$ cat config.mk
export PLATFORM = sky130hd
export DESIGN_NAME = cursor_linked_list_engine_core
export DESIGN_NICKNAME = d
export VERILOG_FILES = /design/src/sv/clle_pkg.sv /design/src/sv/cursor_linked_list_engine_core.sv
export SDC_FILE = /design/constraint.sdc
export NUM_CORES = 1
export LEC_CHECK = 0
export BUFFER_PORTS_ARGS = -buffer_cell sky130_fd_sc_hd__buf_2
export CORE_UTILIZATION = 50
export CTS_BUF_LIST = sky130_fd_sc_hd__clkbuf_16
export CTS_CLUSTER_SIZE = 12
export DETAILED_ROUTE_END_ITERATION = 16
export PLACE_DENSITY = 0.69
export SLEW_MARGIN = 25
export SYNTH_ARGS = -nofsm -noshare
export SYNTH_HDL_FRONTEND = slang
export SYNTH_SLANG_ARGS = --single-unit
$ cat constraint.sdc
create_clock -name clk -period 12.85 [get_ports clk]
set_input_delay 0.6425 -clock clk [delete_from_list [all_inputs] [get_ports clk]]
set_output_delay 0.6425 -clock clk [all_outputs]
set_load 0.03 [all_outputs]
$ cat src/sv/clle_pkg.sv
package clle_pkg;

    // node store geometry
    localparam int DEPTH      = 16;
    localparam int RESULT_CAP = 16;
    localparam int IDX_W      = (DEPTH > 1) ? $clog2(DEPTH) : 1;
    localparam int PTR_W      = $clog2(DEPTH + 1);
    localparam int STEP_W     = $clog2(2 * DEPTH + 1);
    localparam int READ_LIM   = (RESULT_CAP < DEPTH) ? RESULT_CAP : DEPTH;

    // null link, any value of DEPTH or above
    localparam logic [PTR_W-1:0] NIL = PTR_W'(DEPTH);

    // request codes
    typedef enum logic [2:0] {
        REQ_INS_HEAD   = 3'd0,
        REQ_INS_TAIL   = 3'd1,
        REQ_INS_SORTED = 3'd2,
        REQ_DEL_FIRST  = 3'd3,
        REQ_DEL_ALL    = 3'd4,
        REQ_READ       = 3'd5
    } req_t;

    // result status codes
    typedef enum logic [1:0] {
        STS_OK        = 2'd0,
        STS_FULL      = 2'd1,
        STS_NOT_FOUND = 2'd2,
        STS_EMPTY     = 2'd3
    } status_t;

    // pointer refers to a real node
    function automatic logic is_node(input logic [PTR_W-1:0] p);
        return p < PTR_W'(DEPTH);
    endfunction

    // bound on nodes visited by one request
    function automatic logic [STEP_W-1:0] step_limit(input req_t r);
        logic [STEP_W-1:0] lim;
        lim = STEP_W'(DEPTH);
        if (r == REQ_DEL_ALL)
            lim = STEP_W'(2 * DEPTH);
        else if (r == REQ_READ)
            lim = STEP_W'(READ_LIM);
        return lim;
    endfunction

endpackage

$ cat src/sv/cursor_linked_list_engine_core.sv
// Linked-list engine: one singly linked list of signed 32-bit values kept in a
// 16-node store, free nodes held on a stack-like free chain. A small sequencer
// walks the list with a single cursor, reading at most one node per cycle
// through the store's one read port: an insert pops a node off the free chain,
// walks to its place unless it goes at the head, points the new node at the
// rest of the list and then links it in; a delete walks the list and pushes
// each removed node onto the free chain; a readout gives one element per cycle
// while the output register is free or being taken. Requests are taken one at
// a time; the next request is accepted as soon as the last result has been
// loaded into the output register and that register is free or being taken.
// Request codes 6 and 7 are accepted and dropped with no result.
module cursor_linked_list_engine_core (
    input  logic                clk,
    input  logic                rst_n,
    input  logic                in_valid,
    output logic                in_ready,
    input  logic [2:0]          req_type,
    input  logic signed [31:0]  value,
    output logic                out_valid,
    input  logic                out_ready,
    output logic [1:0]          status,
    output logic signed [31:0]  elem_out,
    output logic                last
);

    typedef enum logic [4:0] {
        ST_IDLE   = 5'b00001,
        ST_WALK   = 5'b00010,
        ST_LINK   = 5'b00100,
        ST_SPLICE = 5'b01000,
        ST_FREE   = 5'b10000
    } state_t;

    // node store
    logic [31:0]                       node_value_reg [clle_pkg::DEPTH];
    logic [clle_pkg::PTR_W-1:0]        node_link_reg  [clle_pkg::DEPTH];

    // sequencer and cursor registers
    state_t                            state_reg, state_next;
    clle_pkg::req_t                    req_reg, req_next;
    logic [31:0]                       val_reg, val_next;
    logic [clle_pkg::IDX_W-1:0]        prev_reg, prev_next;
    logic                              at_head_reg, at_head_next;
    logic [clle_pkg::PTR_W-1:0]        cur_reg, cur_next;
    logic [clle_pkg::IDX_W-1:0]        new_reg, new_next;
    logic [clle_pkg::IDX_W-1:0]        del_reg, del_next;
    logic [clle_pkg::STEP_W-1:0]       steps_reg, steps_next;
    logic [clle_pkg::PTR_W-1:0]        list_head_reg, list_head_next;
    logic [clle_pkg::PTR_W-1:0]        free_head_reg, free_head_next;

    // output register
    logic                              out_valid_reg, out_valid_next;
    clle_pkg::status_t                 status_reg, status_next;
    logic [31:0]                       elem_reg, elem_next;
    logic                              last_reg, last_next;

    // store write controls
    logic                              lk_we;
    logic [clle_pkg::IDX_W-1:0]        lk_waddr;
    logic [clle_pkg::PTR_W-1:0]        lk_wdata;
    logic                              val_we;

    // read port and compare unit
    logic [clle_pkg::PTR_W-1:0]        rd_ptr;
    logic [clle_pkg::IDX_W-1:0]        rd_idx;
    logic [clle_pkg::PTR_W-1:0]        rd_link;
    logic [31:0]                       rd_val;
    logic                              rd_less;
    logic                              rd_match;
    logic                              cur_ok;
    logic [clle_pkg::STEP_W-1:0]       lim;
    logic [clle_pkg::STEP_W-1:0]       steps_inc;
    logic                              out_free;

    // emit controls
    logic                              emit;
    clle_pkg::status_t                 emit_status;
    logic [31:0]                       emit_elem;
    logic                              emit_last;

    // single read address: free head while idle, cursor otherwise
    assign rd_ptr    = (state_reg == ST_IDLE) ? free_head_reg : cur_reg;
    assign rd_idx    = rd_ptr[clle_pkg::IDX_W-1:0];
    assign rd_link   = node_link_reg[rd_idx];
    assign rd_val    = node_value_reg[rd_idx];
    assign rd_less   = $signed(rd_val) < $signed(val_reg);
    assign rd_match  = rd_val == val_reg;
    assign lim       = clle_pkg::step_limit(req_reg);
    assign cur_ok    = clle_pkg::is_node(cur_reg) && (steps_reg < lim);
    assign steps_inc = steps_reg + 1'b1;
    assign out_free  = !out_valid_reg || out_ready;

    assign in_ready  = (state_reg == ST_IDLE) && out_free;
    assign out_valid = out_valid_reg;
    assign status    = status_reg;
    assign elem_out  = elem_reg;
    assign last      = last_reg;

    // sequencer
    always_comb
    begin
        state_next     = state_reg;
        req_next       = req_reg;
        val_next       = val_reg;
        prev_next      = prev_reg;
        at_head_next   = at_head_reg;
        cur_next       = cur_reg;
        new_next       = new_reg;
        del_next       = del_reg;
        steps_next     = steps_reg;
        list_head_next = list_head_reg;
        free_head_next = free_head_reg;
        lk_we          = 1'b0;
        lk_waddr       = prev_reg;
        lk_wdata       = rd_link;
        val_we         = 1'b0;
        emit           = 1'b0;
        emit_status    = clle_pkg::STS_OK;
        emit_elem      = '0;
        emit_last      = 1'b1;

        unique case (state_reg)
            ST_IDLE:
            begin
                if (in_valid && out_free)
                begin
                    req_next     = clle_pkg::req_t'(req_type);
                    val_next     = value;
                    at_head_next = 1'b1;
                    cur_next     = list_head_reg;
                    steps_next   = '0;
                    if (req_type <= 3'(clle_pkg::REQ_INS_SORTED))
                    begin
                        if (!clle_pkg::is_node(free_head_reg))
                        begin
                            emit        = 1'b1;
                            emit_status = clle_pkg::STS_FULL;
                        end
                        else
                        begin
                            // pop the free chain and store the value
                            val_we         = 1'b1;
                            new_next       = rd_idx;
                            free_head_next = rd_link;
                            state_next     = (req_type == 3'(clle_pkg::REQ_INS_HEAD))
                                           ? ST_LINK : ST_WALK;
                        end
                    end
                    else if (req_type <= 3'(clle_pkg::REQ_READ))
                    begin
                        state_next = ST_WALK;
                    end
                end
            end

            ST_WALK:
            begin
                unique case (req_reg)
                    clle_pkg::REQ_INS_TAIL, clle_pkg::REQ_INS_SORTED:
                    begin
                        if (cur_ok && (req_reg == clle_pkg::REQ_INS_TAIL || rd_less))
                        begin
                            prev_next    = rd_idx;
                            at_head_next = 1'b0;
                            cur_next     = rd_link;
                            steps_next   = steps_inc;
                        end
                        else
                        begin
                            state_next = ST_LINK;
                        end
                    end

                    clle_pkg::REQ_DEL_FIRST:
                    begin
                        if (clle_pkg::is_node(cur_reg) && rd_match)
                        begin
                            // unlink the node under the cursor
                            if (at_head_reg)
                                list_head_next = rd_link;
                            else
                                lk_we = 1'b1;
                            del_next   = rd_idx;
                            cur_next   = rd_link;
                            state_next = ST_FREE;
                        end
                        else if (cur_ok)
                        begin
                            prev_next    = rd_idx;
                            at_head_next = 1'b0;
                            cur_next     = rd_link;
                            steps_next   = steps_inc;
                        end
                        else if (out_free)
                        begin
                            emit        = 1'b1;
                            emit_status = clle_pkg::STS_NOT_FOUND;
                            state_next  = ST_IDLE;
                        end
                    end

                    clle_pkg::REQ_DEL_ALL:
                    begin
                        if (cur_ok)
                        begin
                            steps_next = steps_inc;
                            if (rd_match)
                            begin
                                if (at_head_reg)
                                    list_head_next = rd_link;
                                else
                                    lk_we = 1'b1;
                                del_next   = rd_idx;
                                cur_next   = rd_link;
                                state_next = ST_FREE;
                            end
                            else
                            begin
                                prev_next    = rd_idx;
                                at_head_next = 1'b0;
                                cur_next     = rd_link;
                            end
                        end
                        else if (out_free)
                        begin
                            emit       = 1'b1;
                            state_next = ST_IDLE;
                        end
                    end

                    clle_pkg::REQ_READ:
                    begin
                        if (out_free)
                        begin
                            emit = 1'b1;
                            if (cur_ok)
                            begin
                                // one element per cycle while the output is free, last at list end or cap
                                emit_elem  = rd_val;
                                emit_last  = !clle_pkg::is_node(rd_link) || (steps_inc >= lim);
                                cur_next   = rd_link;
                                steps_next = steps_inc;
                                if (emit_last)
                                    state_next = ST_IDLE;
                            end
                            else
                            begin
                                emit_status = clle_pkg::STS_EMPTY;
                                state_next  = ST_IDLE;
                            end
                        end
                    end

                    default:
                    begin
                        state_next = ST_IDLE;
                    end
                endcase
            end

            // new node points at the rest of the list
            ST_LINK:
            begin
                lk_we      = 1'b1;
                lk_waddr   = new_reg;
                lk_wdata   = (req_reg == clle_pkg::REQ_INS_TAIL) ? clle_pkg::NIL : cur_reg;
                state_next = ST_SPLICE;
            end

            // predecessor points at the new node
            ST_SPLICE:
            begin
                if (out_free)
                begin
                    if (at_head_reg)
                        list_head_next = clle_pkg::PTR_W'(new_reg);
                    else
                        lk_we = 1'b1;
                    lk_wdata   = clle_pkg::PTR_W'(new_reg);
                    emit       = 1'b1;
                    state_next = ST_IDLE;
                end
            end

            // push the removed node onto the free chain
            ST_FREE:
            begin
                if (req_reg == clle_pkg::REQ_DEL_ALL)
                begin
                    lk_we          = 1'b1;
                    lk_waddr       = del_reg;
                    lk_wdata       = free_head_reg;
                    free_head_next = clle_pkg::PTR_W'(del_reg);
                    state_next     = ST_WALK;
                end
                else if (out_free)
                begin
                    lk_we          = 1'b1;
                    lk_waddr       = del_reg;
                    lk_wdata       = free_head_reg;
                    free_head_next = clle_pkg::PTR_W'(del_reg);
                    emit           = 1'b1;
                    state_next     = ST_IDLE;
                end
            end

            default:
            begin
                state_next = ST_IDLE;
            end
        endcase
    end

    // output register next values
    always_comb
    begin
        out_valid_next = out_valid_reg && !out_ready;
        status_next    = status_reg;
        elem_next      = elem_reg;
        last_next      = last_reg;
        if (emit)
        begin
            out_valid_next = 1'b1;
            status_next    = emit_status;
            elem_next      = emit_elem;
            last_next      = emit_last;
        end
    end

    // control registers
    always_ff @(posedge clk or negedge rst_n)
    begin
        if (!rst_n)
        begin
            state_reg     <= ST_IDLE;
            req_reg       <= clle_pkg::REQ_INS_HEAD;
            at_head_reg   <= 1'b1;
            cur_reg       <= clle_pkg::NIL;
            steps_reg     <= '0;
            list_head_reg <= clle_pkg::NIL;
            free_head_reg <= clle_pkg::PTR_W'(clle_pkg::DEPTH - 1);
            out_valid_reg <= 1'b0;
        end
        else
        begin
            state_reg     <= state_next;
            req_reg       <= req_next;
            at_head_reg   <= at_head_next;
            cur_reg       <= cur_next;
            steps_reg     <= steps_next;
            list_head_reg <= list_head_next;
            free_head_reg <= free_head_next;
            out_valid_reg <= out_valid_next;
        end
    end

    // payload registers
    always_ff @(posedge clk)
    begin
        val_reg    <= val_next;
        prev_reg   <= prev_next;
        new_reg    <= new_next;
        del_reg    <= del_next;
        status_reg <= status_next;
        elem_reg   <= elem_next;
        last_reg   <= last_next;
    end

    // link store, reset to a descending free chain
    always_ff @(posedge clk or negedge rst_n)
    begin
        if (!rst_n)
        begin
            for (int i = 0; i < clle_pkg::DEPTH; i++)
            begin
                node_link_reg[i] <= (i == 0) ? clle_pkg::NIL : clle_pkg::PTR_W'(i - 1);
            end
        end
        else if (lk_we)
        begin
            node_link_reg[lk_waddr] <= lk_wdata;
        end
    end

    // value store, written when a node is taken
    always_ff @(posedge clk)
    begin
        if (val_we)
        begin
            node_value_reg[free_head_reg[clle_pkg::IDX_W-1:0]] <= value;
        end
    end

endmodule

==> results.yml, run 1 <==
final_layout:
  drive_gt1_frac: 0.237
  largest_reg_flops: 512
  layout.cells.non_filler: 2702
  fin_util: 0.567
  finalInstanceArea_um2: 32900
  multi_input_area_um2: 8450
  final_nets: 1972
  layout_commonest_cell: "edfxtp_1"
  fillers: 4394
  seq_area_um2: 20600
  area_growth_pct: 11.3
  layout_common_cells: "edfxtp_1 (591), nand2_1 (187), mux4_2 (132)"
routing:
  dr.pass1.iters: 6
  routed_wl_um: 72000
  detail-route-antenna-nets: 0
  drt_iter0_markers: 1866
  dr_total_vias: 17000
  wl_per_cell_um: 26.7
  via_per_inst: 6.30
  drc: 0
cts:
  htreeDepth: 3
  cts_hold_buf: 0
  clk_pin_slew_ns: 0.06
  root_buffer: "clkbuf_16"
  clock_latency_ns: 0.62
  postCtsSetupRepairBufs: 0
  cts_made_buffers: 74
  clockBufferDepth: 3
  tritoncts: "done"
  clock_sink_count: 702
  cts_resized: 0
timing:
  hold_ws_ns: 0.0695
  worst_slack_ns: 5.28
  setup_viol: 0
  min_period_ns: 7.57
  skew_ns: 0.0323
  rsz0062_at_grt: "false"
  relSlewSlack: 0.213
  finalHoldViolations: 0
  tns_ns: 0
  worstMarginPinSlew_ns: 1.17
  post-route-period-util: 0.589
  final_max_slew_viol_count: 0
  max_freq_mhz: 132
synth:
  synth.distinct_cells: 84
  netlist_top_cells_area: "edfxtp_1 (60%), mux4_2 (10%), dfrtp_1 (6.3%)"
  async_reset_ff_frac: 0.158
  syn_nets: 1886
  yosysSeqAreaShare: 0.696
  syn_area_um2: 29600
  synth_edf_count: 591
  ys.flop_type: "edfxtp_1"
  synth_area_per_cell_um2: 16.3
  synth_area_leader_cell: "edfxtp_1"
  postSynthCellCount: 1811
  ys_seq_elements: 702
  yosysWarnings: 0
  yosysTopAreaCellShare: 0.600
worst_setup_path:
  critPathMaxFanout: 78
  worst-path-buf-inv: 2
  path_common_cell: "or3_1"
  crit_family: "simple AND/OR/NAND/NOR gates"
  worstPathRequired_ns: 13.33
  critPathArrivalTime_ns: 8.05
  cp-end-kind: "flop"
  path_cells: "or3_1 > nor2_4 > mux2i_1 > inv_6 > buf_4 > mux4_2 > nand2_1 > and3_1 > a31oi_1 > ha_1 > nand4_1 > or4_1 > nor4_2 > a221oi_1 > or3_1 > nor2_2 > mux2_2"
  cp_slowest_cell: "buf_4"
  max_stage_delay_ns: 0.80
  critPathKind: "flop to flop"
  start_kind: "flop"
die:
  dieWidth_um: 245
  coreArea_um2: 58000
  start_util: 0.509
  ios: 76
  fp.dieArea_um2: 60100
  die_h_um: 245
  rows: 88
pwr:
  power_mw: 7.61
  leakage_nw: 11.4
  ir_drop_v: 0.000194
  powerDensity_nw_per_um2: 231
placement:
  dp_hpwl_um: 40300
  place_ws_ns: 5.47
  gp_congestion: 0.908
  port_buffers: 75
  place_inst: 2586
  placed_area_um2: 30800
job:
  cap_violations: 0
global_route:
  grt_pass1_wl_um: 108000
  grt_max_degree: 87
  antenna_found_initial: 4
  first_global_vias: 17100
  grt_usage: 0.243
  grt_overflow_total: 0
run_status:
  outcome: "complete, no violations"
worst_hold_path:
  hold_path_class: "primary input to async pin"
## metal layers
layer | routed length (um) | GRT usage | vias up
met2 | 34100 | 0.382 | 777
met1 | 30100 | 0.343 | 8794
met5 | 25 | 0 | -
met4 | 2190 | 0.0844 | 4
li1 | - | - | 7289
met3 | 5660 | 0.0447 | 149
## worst paths after layout
| kind | startpoint | end | slack (ns) | cells after the start |
|---|---|---|---|---|
| max | state_reg[4] | node_link_reg[78] | 5.28 | 17 |
| min | rst_n | node_link_reg[6] | 0.07 | 1 |
| max reg2reg | state_reg[4] | node_link_reg[78] | 5.28 | 17 |
| min reg2reg | list_head_reg[4] | list_head_reg[4] | 0.50 | 2 |
| max in group asynchronous | rst_n | free_head_reg[4] | 11.51 | 2 |
| min in group clk | req_type[0] | req_reg[0] | 0.36 | 2 |
## logic make-up (layout without fill, tap and decap cells)
group                    after synthesis  after routing  synth area share
AO/OA/AOI/OAI                        254            254            0.0634
buffers and inverters                146            270            0.0232
XOR/XNOR                               4              4           0.00119
AND/OR/NAND/NOR                      475            475            0.0781
adder cells (fa/ha/maj)               36             36            0.0152
other                                  0              2                 0
flip-flops                           702            702             0.696
multiplexers                         194            194             0.123
## worst reg2reg max path: cells and delay by family, from the launching register on
| family | cells | cell delay (ns) |
|---|---|---|
| simple gates | 9 | 3.50 |
| mux | 3 | 1.12 |
| fa+ha+maj | 1 | 0.37 |
| flops | 1 | 0.50 |
| compound gates | 2 | 0.42 |
| buf+inv | 2 | 1.54 |
## power breakdown
| part | internal [mW] | switching (mW) | leakage [nW] |
|---|---|---|---|
| logic | 1.09 | 1.87 | 3.56 |
| clock network | 1.05 | 0.845 | 1.10 |
| registers | 2.65 | 0.114 | 6.73 |
## synthesized netlist by cell type, drive strengths merged, types with 30 or more instances
library cell	number
clkbuf	56
dfstp	37
and3	39
dfrtp	74
nor2	110
a21oi	30
buf	42
a31oi	36
mux4	132
inv	48
ha	36
and2	34
nand2	188
edfxtp	591
a41oi	48
mux2	35
o21ai	49
## cell type report
cell class                      count  share of cell area
Timing Repair Buffer              108              0.0191
Inverter                           48             0.00585
Tap cell                          765              0.0291
Clock buffer                       75              0.0570
Multi-Input combinational cell    963               0.257
Sequential cell                   702               0.625
Antenna cell                        2            0.000152
Clock inverter                     39             0.00692
(Power assumes the default switching activity.)
==> run 2: changes to the inputs <==
==> constraint.sdc (replaced) <==
create_clock -name clk -period 7.3 [get_ports clk]
set_input_delay 0.365 -clock clk [delete_from_list [all_inputs] [get_ports clk]]
set_output_delay 0.365 -clock clk [all_outputs]
set_load 0.03 [all_outputs]
==> run 2 against run 1 <==
Against the previous run:
- sequential power increased by 76%
- flip-flop and latch count unchanged
- non-clock buffer count up 15
- critical path depth unchanged
- register-to-register slack worse by 4.7 ns
- sequential share of layout area decreased by 0.41 points
- largest cell class unchanged
- highest routed layer unchanged
==> results.yml, run 2 (synthesis results as in run 1) <==
timing:
  finalHoldViolations: 0
  hold_ws_ns: 0.0735
  max_freq_mhz: 149
  min_period_ns: 6.72
  final_max_slew_viol_count: 0
  relSlewSlack: 0.325
  tns_ns: 0
  skew_ns: 0.0300
  rsz0062_at_grt: "false"
  setup_viol: 0
  post-route-period-util: 0.920
  worstMarginPinSlew_ns: 1.00
routing:
  drt_iter0_markers: 2053
  routed_wl_um: 73300
  drc: 0
  dr.pass1.iters: 5
  detail-route-antenna-nets: 0
  wl_per_cell_um: 27.0
  via_per_inst: 6.35
  dr_total_vias: 17200
cts:
  root_buffer: "clkbuf_16"
  htreeDepth: 3
  clockBufferDepth: 3
  tritoncts: "done"
  cts_made_buffers: 73
  clock_latency_ns: 0.63
  clk_pin_slew_ns: 0.05
  clock_sink_count: 702
pwr:
  switchingPower_mw: 5.01
  power.internal_mw: 8.57
  p_sw_frac: 0.369
  clkPwrFrac: 0.253
  leakage_nw: 11.5
  p_seq_frac: 0.359
  ir_drop_v: 0.000271
  powerDensity_nw_per_um2: 410
  comb_power_share: 0.388
final_layout:
  drive_gt1_frac: 0.244
  layout.cells.non_filler: 2716
  fillers: 4361
  fin_util: 0.571
  layout_common_cells: "edfxtp_1 (591), nand2_1 (187), mux4_2 (132)"
  seq_area_um2: 20600
  largest_reg_flops: 512
  final_nets: 1986
  layout_commonest_cell: "edfxtp_1"
  multi_input_area_um2: 8450
  area_growth_pct: 12.1
die:
  fp.dieArea_um2: 60100
  rows: 88
  die_h_um: 245
  start_util: 0.509
  coreArea_um2: 58000
  dieWidth_um: 245
  ios: 76
worst_setup_path:
  critPathKind: "flop to flop"
  path_cells: "or3_1 > nor2_4 > mux2i_1 > inv_6 > buf_12 > mux4_2 > nand2_1 > and3_1 > a31oi_1 > ha_1 > nand4_1 > or4_1 > nor4_2 > a221oi_1 > or3b_1 > nor2_2 > mux2_2"
  cp-end-kind: "flop"
  max_stage_delay_ns: 0.68
  crit_family: "simple AND/OR/NAND/NOR gates"
  worst-path-buf-inv: 2
  start_kind: "flop"
  cp_slowest_cell: "mux2i_1"
  worstPathRequired_ns: 7.80
  critPathArrivalTime_ns: 7.22
  rrSetupSlack_ns: 0.58
  critPathMaxFanout: 55
global_route:
  grt_max_degree: 81
  grt_pass1_wl_um: 110000
  grt_usage: 0.249
  grt_overflow_total: 0
  antenna_found_initial: 5
  first_global_vias: 17400
worst_hold_path:
  hold_path_class: "primary input to flop"
placement:
  gp_congestion: 0.898
  dp_hpwl_um: 41900
  port_buffers: 75
  place_inst: 2599
run_status:
  outcome: "complete, no violations"
job:
  cap_violations: 0
run 2: per-stage QoR:
step | instance area (um2) | setup slack [ns] | power (mW)
2_1_floorplan | 29600 | 1.42 | 8.59
3_3_place_gp | 30900 | 0.696 | 10.1
3_5_place_dp | 30900 | 0.609 | 10.1
4_1_cts | 33100 | 0.597 | 13.6
5_1_grt | 33100 | 0.0879 | 14.2
6_report | 33100 | 0.584 | 13.6
run 2: power by group through the flow:
stage	Clock [mW]	Sequential, mW	Combinational (mW)
final	3.44	4.87	5.27
after global routing	3.65	4.89	5.71
after CTS	3.50	4.86	5.24
after detailed placement	0	4.94	5.20
after global placement	0	4.93	5.14
after floorplan	0	4.89	3.70
run 2: worst paths after layout:
kind                                endpoint  cells after the start              from
min                               req_reg[0]                      2       req_type[0]
max in group asynchronous       steps_reg[0]                      3             rst_n
max                        node_link_reg[54]                     17      state_reg[2]
min reg2reg                 list_head_reg[4]                      2  list_head_reg[4]
min in group asynchronous  node_link_reg[57]                      2             rst_n
max reg2reg                node_link_reg[54]                     17      state_reg[2]
run 2: metal layers:
| layer | track usage | share of wire | up-vias |
|---|---|---|---|
| met5 | 0 | 0.00056 | - |
| met3 | 0.0512 | 0.086 | 149 |
| met4 | 0.0774 | 0.027 | 6 |
| met1 | 0.343 | 0.40 | 8905 |
| met2 | 0.401 | 0.49 | 856 |
| li1 | - | - | 7320 |
run 2: layout make-up:
type                            count  share of cell area
Sequential cell                   702               0.621
Tap cell                          765              0.0289
Clock inverter                     38             0.00903
Timing Repair Buffer              123              0.0233
Multi-Input combinational cell    963               0.255
Inverter                           48             0.00582
Clock buffer                       75              0.0567
Antenna cell                        2            0.000151
run 2: repair_timing:
item / CTS / global route
resized for setup: 0 / 0
hold buffers: 1 / 0
setup buffers: 0 / 0
hold endpoints to repair: 17 / 0
